===== src/sv/mash_process_sequencer_macros.svh =====
// Assertion helpers shared by the sequencer RTL.
`ifndef MASH_PROCESS_SEQUENCER_MACROS_SVH
`define MASH_PROCESS_SEQUENCER_MACROS_SVH

// Same-cycle implication, disabled while reset is held.
`define MPS_ASSERT_NOW(label, clk, rst, ante, cons, msg) \
  label: assert property (@(posedge clk) disable iff (rst) (ante) |-> (cons)) \
    else $error(msg);

// Next-cycle implication, disabled while reset is held.
`define MPS_ASSERT_NEXT(label, clk, rst, ante, cons, msg) \
  label: assert property (@(posedge clk) disable iff (rst) (ante) |=> (cons)) \
    else $error(msg);

`endif


===== src/sv/mps_pkg.sv =====
package mps_pkg;

  localparam int TEMP_W  = 12;
  localparam int MIN_W   = 8;
  localparam int PHASE_W = 3;
  localparam int CFG_IDX_W  = 2;
  localparam int CFG_DATA_W = 12;

  // Phase codes
  localparam logic [PHASE_W-1:0] PH_START     = 3'd0;
  localparam logic [PHASE_W-1:0] PH_INIT      = 3'd1;
  localparam logic [PHASE_W-1:0] PH_PREMASH   = 3'd2;
  localparam logic [PHASE_W-1:0] PH_TRANSFER  = 3'd3;
  localparam logic [PHASE_W-1:0] PH_MASH      = 3'd4;
  localparam logic [PHASE_W-1:0] PH_PRESPARGE = 3'd5;
  localparam logic [PHASE_W-1:0] PH_SPARGE    = 3'd6;
  localparam logic [PHASE_W-1:0] PH_END       = 3'd7;

  // Configuration register indexes
  localparam logic [CFG_IDX_W-1:0] REG_MASH_TARGET   = 2'd0;
  localparam logic [CFG_IDX_W-1:0] REG_SPARGE_TARGET = 2'd1;
  localparam logic [CFG_IDX_W-1:0] REG_MASH_MINUTES  = 2'd2;
  localparam logic [CFG_IDX_W-1:0] REG_BOIL_FITTED   = 2'd3;

  // Reset values of the configuration registers
  localparam logic [TEMP_W-1:0] MASH_TARGET_RST   = 12'd2432;
  localparam logic [TEMP_W-1:0] SPARGE_TARGET_RST = 12'd2720;
  localparam logic [MIN_W-1:0]  MASH_MINUTES_RST  = 8'd60;

  typedef struct packed {
    logic [TEMP_W-1:0] hlt_temp;
    logic [TEMP_W-1:0] mash_tun_temp;
    logic              hlt_empty;
    logic              mash_full;
    logic              mash_empty;
    logic [MIN_W-1:0]  minutes_elapsed;
  } in_item_t;

  typedef struct packed {
    logic [PHASE_W-1:0] phase;
    logic               heater_on;
    logic               hlt_pump_on;
    logic               mash_pump_on;
    logic               boil_pump_on;
    logic               timer_start;
    logic               timer_stop;
  } out_item_t;

endpackage


===== src/sv/mps_chan_if.sv =====
interface mps_chan_if #(
  parameter type item_t = logic
);
  logic  valid;
  logic  ready;
  item_t data;

  modport source (output valid, output data, input ready);
  modport sink   (input valid, input data, output ready);
endinterface


===== src/sv/mash_process_sequencer.sv =====
// Mash process sequencer: one result transaction per input transaction.
// Latency: the result is valid in the cycle after the input is accepted.
// Throughput: one transaction per clock; the single result register is the
// only stage, so input is taken whenever that register is empty or drained.
// Reset (rst, synchronous, active high): phase back to start, all drives off,
// counters cleared, configuration registers at their default values.
`include "mash_process_sequencer_macros.svh"

module mash_process_sequencer
  import mps_pkg::*;
#(
  parameter int CONFIRM_TICKS = 3,   // 1..4
  parameter int PRIME_TICKS   = 30,  // 1..31
  parameter int HEAT_MARGIN   = 160  // 0..1023, 1/16 degree F
) (
  input  logic                  clk,
  input  logic                  rst,
  input  logic                  cfg_we,
  input  logic [CFG_IDX_W-1:0]  cfg_index,
  input  logic [CFG_DATA_W-1:0] cfg_data,
  mps_chan_if.sink              in_chan,
  mps_chan_if.source            out_chan
);

  localparam logic [2:0]        CONFIRM_LIMIT = 3'(CONFIRM_TICKS);
  localparam logic [4:0]        PRIME_LIMIT   = 5'(PRIME_TICKS);
  localparam logic [TEMP_W:0]   MARGIN        = (TEMP_W+1)'(HEAT_MARGIN);

  // Configuration registers
  logic [TEMP_W-1:0] mash_target;
  logic [TEMP_W-1:0] sparge_target;
  logic [MIN_W-1:0]  mash_minutes;
  logic              boil_pump_fitted;

  // Sequencer state
  logic [PHASE_W-1:0] phase_reg,     phase_next;
  logic [1:0]         confirm_count, confirm_count_next;
  logic [4:0]         prime_count,   prime_count_next;
  logic heater_reg,    heater_next;
  logic hlt_pump_reg,  hlt_pump_next;
  logic mash_pump_reg, mash_pump_next;
  logic boil_pump_reg, boil_pump_next;

  // Result register
  logic      out_valid;
  out_item_t out_data;

  logic     accept;
  in_item_t item;

  // Per-phase condition that has to be confirmed
  logic               use_confirm;
  logic               cond;
  logic [PHASE_W-1:0] adv_phase;
  logic               fire;
  logic               hot;
  logic               t_start;
  logic               t_stop;

  assign item          = in_chan.data;
  assign in_chan.ready = !out_valid || out_chan.ready;
  assign accept        = in_chan.valid && in_chan.ready;

  assign out_chan.valid = out_valid;
  assign out_chan.data  = out_data;

  // Mash-phase thermostat: sum kept one bit wider so it never wraps.
  assign hot = ({1'b0, item.hlt_temp} >= ({1'b0, mash_target} + MARGIN));

  always_comb begin
    use_confirm = 1'b0;
    cond        = 1'b0;
    adv_phase   = phase_reg;
    phase_next  = phase_reg;
    t_stop      = 1'b0;
    case (phase_reg)
      PH_INIT: begin
        phase_next = PH_PREMASH;
      end
      PH_PREMASH: begin
        use_confirm = 1'b1;
        cond        = item.hlt_temp >= mash_target;
        adv_phase   = PH_TRANSFER;
      end
      PH_TRANSFER: begin
        use_confirm = 1'b1;
        cond        = item.hlt_empty || item.mash_full;
        adv_phase   = PH_MASH;
      end
      PH_MASH: begin
        // timed step, no confirmation
        if (item.minutes_elapsed >= mash_minutes) begin
          t_stop     = 1'b1;
          phase_next = PH_PRESPARGE;
        end
      end
      PH_PRESPARGE: begin
        use_confirm = 1'b1;
        cond        = item.hlt_temp >= sparge_target;
        adv_phase   = PH_SPARGE;
      end
      PH_SPARGE: begin
        use_confirm = 1'b1;
        cond        = item.hlt_empty && item.mash_empty;
        adv_phase   = PH_END;
      end
      PH_END: begin
        phase_next = PH_END;
      end
      default: begin
        // start phase
        phase_next = PH_INIT;
      end
    endcase

    // Confirm counter: cleared on a miss and on every advance.
    fire               = 1'b0;
    confirm_count_next = confirm_count;
    if (use_confirm) begin
      if (!cond) begin
        confirm_count_next = 2'd0;
      end else if (({1'b0, confirm_count} + 3'd1) >= CONFIRM_LIMIT) begin
        confirm_count_next = 2'd0;
        fire               = 1'b1;
      end else begin
        confirm_count_next = confirm_count + 2'd1;
      end
    end
    if (fire) begin
      phase_next = adv_phase;
    end
    t_start = fire && (phase_reg == PH_TRANSFER);

    // Drive actions of the phase after the update
    heater_next      = heater_reg;
    hlt_pump_next    = hlt_pump_reg;
    mash_pump_next   = mash_pump_reg;
    boil_pump_next   = boil_pump_reg;
    prime_count_next = prime_count;
    case (phase_next)
      PH_PREMASH: begin
        heater_next = 1'b1;
      end
      PH_TRANSFER: begin
        heater_next   = 1'b0;
        hlt_pump_next = 1'b1;
      end
      PH_MASH: begin
        heater_next    = !hot;
        mash_pump_next = hot && (item.mash_tun_temp < mash_target);
      end
      PH_PRESPARGE: begin
        mash_pump_next = 1'b0;
        heater_next    = 1'b1;
      end
      PH_SPARGE: begin
        heater_next = 1'b0;
        if (prime_count < PRIME_LIMIT) begin
          // priming the mash pump
          prime_count_next = prime_count + 5'd1;
          mash_pump_next   = 1'b1;
        end else if (boil_pump_fitted) begin
          hlt_pump_next  = !item.hlt_empty;
          boil_pump_next = !item.mash_empty;
        end
      end
      PH_END: begin
        heater_next    = 1'b0;
        hlt_pump_next  = 1'b0;
        mash_pump_next = 1'b0;
        boil_pump_next = 1'b0;
      end
      default: begin
      end
    endcase
  end

  // Configuration writes
  always_ff @(posedge clk) begin
    if (rst) begin
      mash_target      <= MASH_TARGET_RST;
      sparge_target    <= SPARGE_TARGET_RST;
      mash_minutes     <= MASH_MINUTES_RST;
      boil_pump_fitted <= 1'b0;
    end else if (cfg_we) begin
      case (cfg_index)
        REG_MASH_TARGET:   mash_target      <= cfg_data[TEMP_W-1:0];
        REG_SPARGE_TARGET: sparge_target    <= cfg_data[TEMP_W-1:0];
        REG_MASH_MINUTES:  mash_minutes     <= cfg_data[MIN_W-1:0];
        REG_BOIL_FITTED:   boil_pump_fitted <= cfg_data[0];
        default: begin
        end
      endcase
    end
  end

  // State update on each accepted transaction
  always_ff @(posedge clk) begin
    if (rst) begin
      phase_reg     <= PH_START;
      confirm_count <= 2'd0;
      prime_count   <= 5'd0;
      heater_reg    <= 1'b0;
      hlt_pump_reg  <= 1'b0;
      mash_pump_reg <= 1'b0;
      boil_pump_reg <= 1'b0;
    end else if (accept) begin
      phase_reg     <= phase_next;
      confirm_count <= confirm_count_next;
      prime_count   <= prime_count_next;
      heater_reg    <= heater_next;
      hlt_pump_reg  <= hlt_pump_next;
      mash_pump_reg <= mash_pump_next;
      boil_pump_reg <= boil_pump_next;
    end
  end

  // Result register valid
  always_ff @(posedge clk) begin
    if (rst) begin
      out_valid <= 1'b0;
    end else if (accept) begin
      out_valid <= 1'b1;
    end else if (out_chan.ready) begin
      out_valid <= 1'b0;
    end
  end

  // Result payload; boil pump output gated by the fitted flag
  always_ff @(posedge clk) begin
    if (accept) begin
      out_data.phase        <= phase_next;
      out_data.heater_on    <= heater_next;
      out_data.hlt_pump_on  <= hlt_pump_next;
      out_data.mash_pump_on <= mash_pump_next;
      out_data.boil_pump_on <= boil_pump_next && boil_pump_fitted;
      out_data.timer_start  <= t_start;
      out_data.timer_stop   <= t_stop;
    end
  end

  // Checks
  `MPS_ASSERT_NOW(a_confirm_range, clk, rst, 1'b1,
    {1'b0, confirm_count} < CONFIRM_LIMIT, "confirm counter out of range")
  `MPS_ASSERT_NOW(a_timer_excl, clk, rst, out_valid,
    !(out_data.timer_start && out_data.timer_stop), "timer start and stop together")
  `MPS_ASSERT_NOW(a_start_phase, clk, rst, out_valid && out_data.timer_start,
    out_data.phase == PH_MASH, "timer start outside mash entry")
  `MPS_ASSERT_NEXT(a_result_follows, clk, rst, accept,
    out_valid && (out_data.phase == phase_reg), "accepted item left no result")

endmodule

===== src/flat_wrapper.sv =====
// flat-port wrapper written by rule: the top's interface ports become plain ports
module mash_process_sequencer_flat import mps_pkg::*;
#(
  parameter int CONFIRM_TICKS = 3,          
  parameter int PRIME_TICKS   = 30,          
  parameter int HEAT_MARGIN   = 160                           
)
  (clk, rst, cfg_we, cfg_index, cfg_data, in_chan_valid, in_chan_data, in_chan_ready, out_chan_valid, out_chan_data, out_chan_ready);
  mps_chan_if in_chan_i ();
  mps_chan_if out_chan_i ();
  input  logic clk;
  input  logic rst;
  input  logic cfg_we;
  input  logic [CFG_IDX_W-1:0] cfg_index;
  input  logic [CFG_DATA_W-1:0] cfg_data;
  input wire logic [$bits(in_chan_i.valid)-1:0] in_chan_valid;
  input wire logic [$bits(in_chan_i.data)-1:0] in_chan_data;
  output wire logic [$bits(in_chan_i.ready)-1:0] in_chan_ready;
  output wire logic [$bits(out_chan_i.valid)-1:0] out_chan_valid;
  output wire logic [$bits(out_chan_i.data)-1:0] out_chan_data;
  input wire logic [$bits(out_chan_i.ready)-1:0] out_chan_ready;
  assign in_chan_i.valid = in_chan_valid;
  assign in_chan_i.data = in_chan_data;
  assign in_chan_ready = in_chan_i.ready;
  assign out_chan_valid = out_chan_i.valid;
  assign out_chan_data = out_chan_i.data;
  assign out_chan_i.ready = out_chan_ready;
  mash_process_sequencer #(.CONFIRM_TICKS(CONFIRM_TICKS), .PRIME_TICKS(PRIME_TICKS), .HEAT_MARGIN(HEAT_MARGIN)) u_core (.clk(clk), .rst(rst), .cfg_we(cfg_we), .cfg_index(cfg_index), .cfg_data(cfg_data), .in_chan(in_chan_i), .out_chan(out_chan_i));
endmodule

===== config.mk =====
export PLATFORM = sky130hd
export DESIGN_NAME = mash_process_sequencer_flat
export DESIGN_NICKNAME = d
export VERILOG_FILES = /design/src/sv/mps_pkg.sv /design/src/sv/mps_chan_if.sv /design/src/sv/mash_process_sequencer.sv /design/src/flat_wrapper.sv
export VERILOG_INCLUDE_DIRS = /design/src /design/src/sv
export SDC_FILE = /design/constraint.sdc
export NUM_CORES = 1
export LEC_CHECK = 0
export ABC_CLOCK_PERIOD_IN_PS = 2100
export BUFFER_PORTS_ARGS = -buffer_cell sky130_fd_sc_hd__buf_4
export CAP_MARGIN = 25
export CORE_ASPECT_RATIO = 0.9
export CORE_MARGIN = 2
export CORE_UTILIZATION = 45
export DETAILED_ROUTE_END_ITERATION = 8
export PLACE_DENSITY = 0.66
export SYNTH_ARGS = -nofsm -noshare
export SYNTH_HDL_FRONTEND = slang
export SYNTH_SLANG_ARGS = --single-unit

===== constraint.sdc =====
create_clock -name clk -period 2.1 [get_ports clk]
set_clock_uncertainty 0.05 [all_clocks]
set_input_delay 0.315 -clock clk [delete_from_list [all_inputs] [get_ports clk]]
set_output_delay 0.315 -clock clk [all_outputs]
set_load 0.01 [all_outputs]

# After elaboration in Yosys (flattened, before gate mapping)
# Index checks and enable logic that the tools add are counted.
[totals]
output_inout_bits = 3
register_bits = 39
inputBits = 20
elab_cells = 50
[classes]
n_mux = 14
eq_ne = 12
order_cmp = 4
reduce_logical = 11
addsub = 2
[op_table]
columns = ["cell", "count"]
rows = [
  [">= comparator 1 x 12 -> 1 bit, first input constant", 2],
  ["case mux 3 bit (4 select lines)", 2],
  ["equality test 3 bit, second input constant", 4],
  [">= comparator 1 x 8 -> 1 bit", 1],
  ["AND reduction 2 bit", 4],
  ["two-way mux 1 bit", 7],
  ["equality test 3 x 2 -> 1 bit, second input constant", 2],
  ["two-way mux 3 bit", 2],
  ["!= test 5 bit, second input constant", 1],
  ["two-way mux 2 bit", 2],
  ["AND reduction 4 bit", 1],
  ["OR reduction 4 bit", 1],
  ["adder 2 x 1 -> 3 bit, second input constant", 1],
  ["equality test 3 x 1 -> 1 bit, second input constant", 1],
  [">= comparator 3 x 2 -> 1 bit, second input constant", 1],
  ["!= test 3 x 1 -> 1 bit, second input constant", 1],
  ["adder 2 x 1 -> 2 bit, second input constant", 1],
  ["equality test 2 x 1 -> 1 bit, second input constant", 1],
  ["equality test 2 bit, second input constant", 1],
  ["zero test 2 bit", 1],
  ["!= test 2 x 1 -> 1 bit, second input constant", 1],
  ["case mux 1 bit (2 select lines)", 1],
  ["nonzero test 2 bit", 1],
  ["logical AND 1 bit", 1],
  ["other kinds (2)", 2],
]

# Depth between registers and ports, before layout
[logic_depth]
ltp_word = 7
depth_mapped = 6
mapped_depth_nobuf = 6

# Worst setup path before layout
# OpenSTA, ideal clock, no wires.
[synth_path]
path_type = "input to register"
startpoint = "in out_chan_ready"
endpoint = "reg u_core.phase_reg[0]"
path_buffers = 2
slack_ns = 0.732
setup_ns = 0.131
path_stages = 6
required_ns = 1.919
arrival_ns = 1.187
cell_sequence = "nand2b_1 clkbuf_1 and2_1 buf_2 o221ai_1 o211ai_1"
[synth_between]
elab_chain_len = 3
[synth_lines]
columns = ["element", "line_no", "text"]
rows = [
  ["start: declaration", "flat_wrapper.sv:21", "input wire logic [$bits(out_chan_i.ready)-1:0] out_chan_ready;"],
  ["logical OR 1 bit", "mash_process_sequencer.sv:61", "assign in_chan.ready = !out_valid || out_chan.ready;"],
  ["via in_chan_ready", "flat_wrapper.sv:18", "output wire logic [$bits(in_chan_i.ready)-1:0] in_chan_ready;"],
  ["logical AND 1 bit", "mash_process_sequencer.sv:62", "assign accept = in_chan.valid && in_chan.ready;"],
  ["via u_core.accept", "mash_process_sequencer.sv:48", "logic accept;"],
  ["AND reduction 4 bit (no line)", "--", ""],
  ["end signal: assignment", "mash_process_sequencer.sv:208", "phase_reg <= phase_next;"],
  ["end: declaration", "mash_process_sequencer.sv:36", "logic [PHASE_W-1:0] phase_reg, phase_next;"],
]
# The timed path passes the listed nets, and every way through them passes these cells.
# A chain may end at the register's enable or synchronous reset.

# Worst setup path in the final report
[layout_path]
startpoint = "reg u_core.phase_reg[2]"
endpoint = "reg u_core.phase_reg[0]"
[layout_between]
elab_chain_len = 6
elab_cells_between_ends = 19
cone_classes = "eq/ne: 10; mux: 7; reduce/logical: 2"
[layout_lines]
columns = ["element", "line_no", "text"]
rows = [
  ["equality test 3 bit (tied with other cells)", "mash_process_sequencer.sv:76", "case (phase_reg)"],
  ["case mux 1 bit (2 select lines) / OR reduction 4 bit (equally long branches)", "--", ""],
  ["two-way mux 1 bit, on equally long branches", "mash_process_sequencer.sv:120, mash_process_sequencer.sv:76", ""],
  ["two-way mux 1 bit", "mash_process_sequencer.sv:119", "if (use_confirm) begin"],
  ["!= test 5 bit (no line) (tied with other cells)", "--", ""],
  ["AND reduction 4 bit (no line)", "--", ""],
]
# Several ways; a longest one is shown, not always the timed one.

==> flow_summary_export.csv <==
group,metric,value,unit
pwr,p_sw,0.342,mW
cells_and_area,diodes,0,
sta,rsz0062_at_grt,"false",
cells_and_area,final_nets,234,
synthesis,netlist_area,1620,sq um
cts,cts_setup_buffers,0,
worst_setup_path,path_class,"register to register",
sta,setup_violations,0,
cts,clk_pin_slew_worst_paths,70,ps
drt,first_pass_iters,4,
worst_setup_path,crit_path_max_incr_delay,480,ps
cts,cts_htree_levels,2,
placement,place_ws,573,ps
synthesis,yosys_warnings,0,
drt,drt_iter0_drc,77,
synthesis,synth_cell_types,36,
floorplan,die_h,61.0,um
cells_and_area,final_common_cell,"nand2_1",
drt,via_count,1391,
sta,fin_crit,1500,ps
worst_setup_path,required,2220,ps
pwr,p_comb_share,9.4,%
floorplan,initial_core_util,47.4,%
cts,clk_latency,290,ps
cells_and_area,most-common-layout-cells,"nand2_1 (50), dfxtp_1 (38), buf_4 (23)",
worst_setup_path,crit_slowest_cell,"dfxtp_1",
global_route,grt_max_degree,41,
drt,via_per_inst,5.39,
sta,setup_ws,599,ps
placement,placedInstanceArea,1810,sq um
sta,post-route-period-util,71.5,%
cells_and_area,drive_gt1_share,14.0,%
cts,numClockSinks,39,
placement,hpwl,2590,um
floorplan,rows,20,
sta,slew_headroom,64.9,%
floorplan,io_pins,23,
sta,hold_viol,0,
worst_setup_path,critPathMaxFanout,9,
cells_and_area,fin_area,1910,sq um
drt,wire_per_inst,13.6,um
sta,whs,193,ps
worst_setup_path,crit_family,"simple AND/OR/NAND/NOR gates",
sta,drv_slew,0,
global_route,overflow,0,
placement,placed_cells,250,
worst_setup_path,crit_buf_inv,0,
cts,cts_resized,0,
worst_setup_path,cp_cell_sequence,"nor4bb_1, and4_1, o21a_1, o211ai_1",
worst_setup_path,critical_path_arrival,1620,ps
worst_setup_path,start_kind,"register",
synthesis,syn_avg_cell_area,8.37,sq um
synthesis,synthCells,194,
sta,max_freq,666,MHz
synthesis,synth_ff_type,"dfxtp_1",
global_route,grt_pass1_wl,6000,um
pwr,leakage,0.786,nW
cts,hold_buffers,0,
global_route,grt_pass1_vias,1366,
drt,wirelength,3510,um
synthesis,syn-num-nets,215,
job,maxCapViolations,0,
cts,cts_buffers,5,
global_route,antenna_found_initial,0,
pwr,p_per_area,777,nW/um^2
floorplan,coreArea,3430,sq um
pwr,intPower,1.14,mW
worst_setup_path,crit_path_end_kind,"register",
synthesis,ys_async_sr_fraction,0,%
synthesis,synth-edff-count,1,
sta,final.setup.tns,0,ps
pwr,seq_power_share,53.7,%
sta,worst_pin_slew,525,ps
floorplan,dieWidth,67.3,um
drt,post-route-drc-count,0,
hold_path,hold_class,"input pin to register",
placement,numPortBuffers,22,
pwr,swShare,23.1,%
synthesis,ys_ff_latch,39,
pwr,peakVddDrop,0.000387,V
cells_and_area,largest_registers,"u_core.mash_target (12), u_core.sparge_target (12), u_core.mash_minutes (8)",
cells_and_area,stdcell_count,258,
global_route,groute.usage.overall,20.1,%
pwr,power_frac_clock,36.9,%
drt,postRouteAntennaNets,0,
synthesis,synth_seq_area_share,48.7,%
placement,globalplace.congestion,0.825,
run_status,status,"finished, final reports clean",
cts,root_buffer,"clkbuf_8",
floorplan,die-area,4110,sq um
cts,cts_buffer_depth,2,
cts,cts_tree,"yes",
cells_and_area,synthToLayoutAreaGrowth,17.4,%
worst min-delay path: cells and delay by family:
| kind | cells | cell delay, ps |
|---|---|---|
| buffers and inverters | 1 | 80 |
| AND/OR/NAND/NOR | 2 | 100 |
cell usage after synthesis, drive strengths merged (2+ instances only):
cell / number / area share [%]
mux2i: 4 / 2.5
and3b: 3 / 1.6
nand2: 50 / 12
nor2b: 3 / 1.2
a21oi: 21 / 6.5
buf: 5 / 1.4
nor4: 6 / 2.3
nor2: 11 / 2.5
nand2b: 2 / 0.77
and4: 2 / 1.1
o2111ai: 3 / 1.6
a211o: 4 / 2.2
o211ai: 2 / 0.92
inv: 6 / 1.4
dfxtp: 38 / 47
nor3: 2 / 0.62
nand3b: 9 / 4.2
clkbuf: 6 / 1.4
path summary, 6_finish.rpt:
kind                            end  depth (start not counted)  slack, ps              startpoint
max             u_core.phase_reg[0]                          4        600     u_core.phase_reg[2]
min           u_core.mash_target[8]                          3        190             cfg_data[8]
max reg2reg     u_core.phase_reg[0]                          4        600     u_core.phase_reg[2]
min reg2reg  u_core.mash_target[10]                          2        410  u_core.mash_target[10]
power by group through the flow:
stage               combinational [mW]  clock (mW)  sequential [mW]
floorplan                       0.0817           0            0.807
global placement                 0.136           0            0.810
detailed placement               0.140           0            0.812
CTS                              0.140       0.560            0.795
global route                     0.158       0.585            0.800
finish                           0.140       0.547            0.796
cell families after synthesis:
kind of cell             synth area share [%]
multiplexers                             2.47
flip-flops                               48.7
buffers and inverters                    4.16
AND/OR/NAND/NOR                          29.9
adder cells (fa/ha/maj)                 0.770
AO/OA/AOI/OAI                            14.0
area by class of cell:
type	count	area, sq um
clock buffers	8	100
fillers	312	1520
inverters	6	22.5
multi-input cells	138	766
flip-flops and latches	39	791
well taps	44	55.1
repair buffers	23	173
metal layers:
metal  share of wire, %  global-route usage, %  wire length (um)  vias to the layer above
li1                   -                      -                 -                      705
met1                 46                   24.5              1620                      649
met2                 47                   33.0              1660                       31
met3                4.7                   5.01               165                        6
met4                1.9                   11.1                67                        0
met5                  0                      0                 0                        -
stage by stage:
step / total power [mW] / utilization, %
2_1_floorplan: 0.888 / -
3_3_place_gp: 0.946 / 52.7
3_5_place_dp: 0.952 / 52.7
4_1_cts: 1.49 / 55.6
5_1_grt: 1.54 / 55.6
6_report: 1.48 / 55.6
Power figures use the tool's default switching activity.
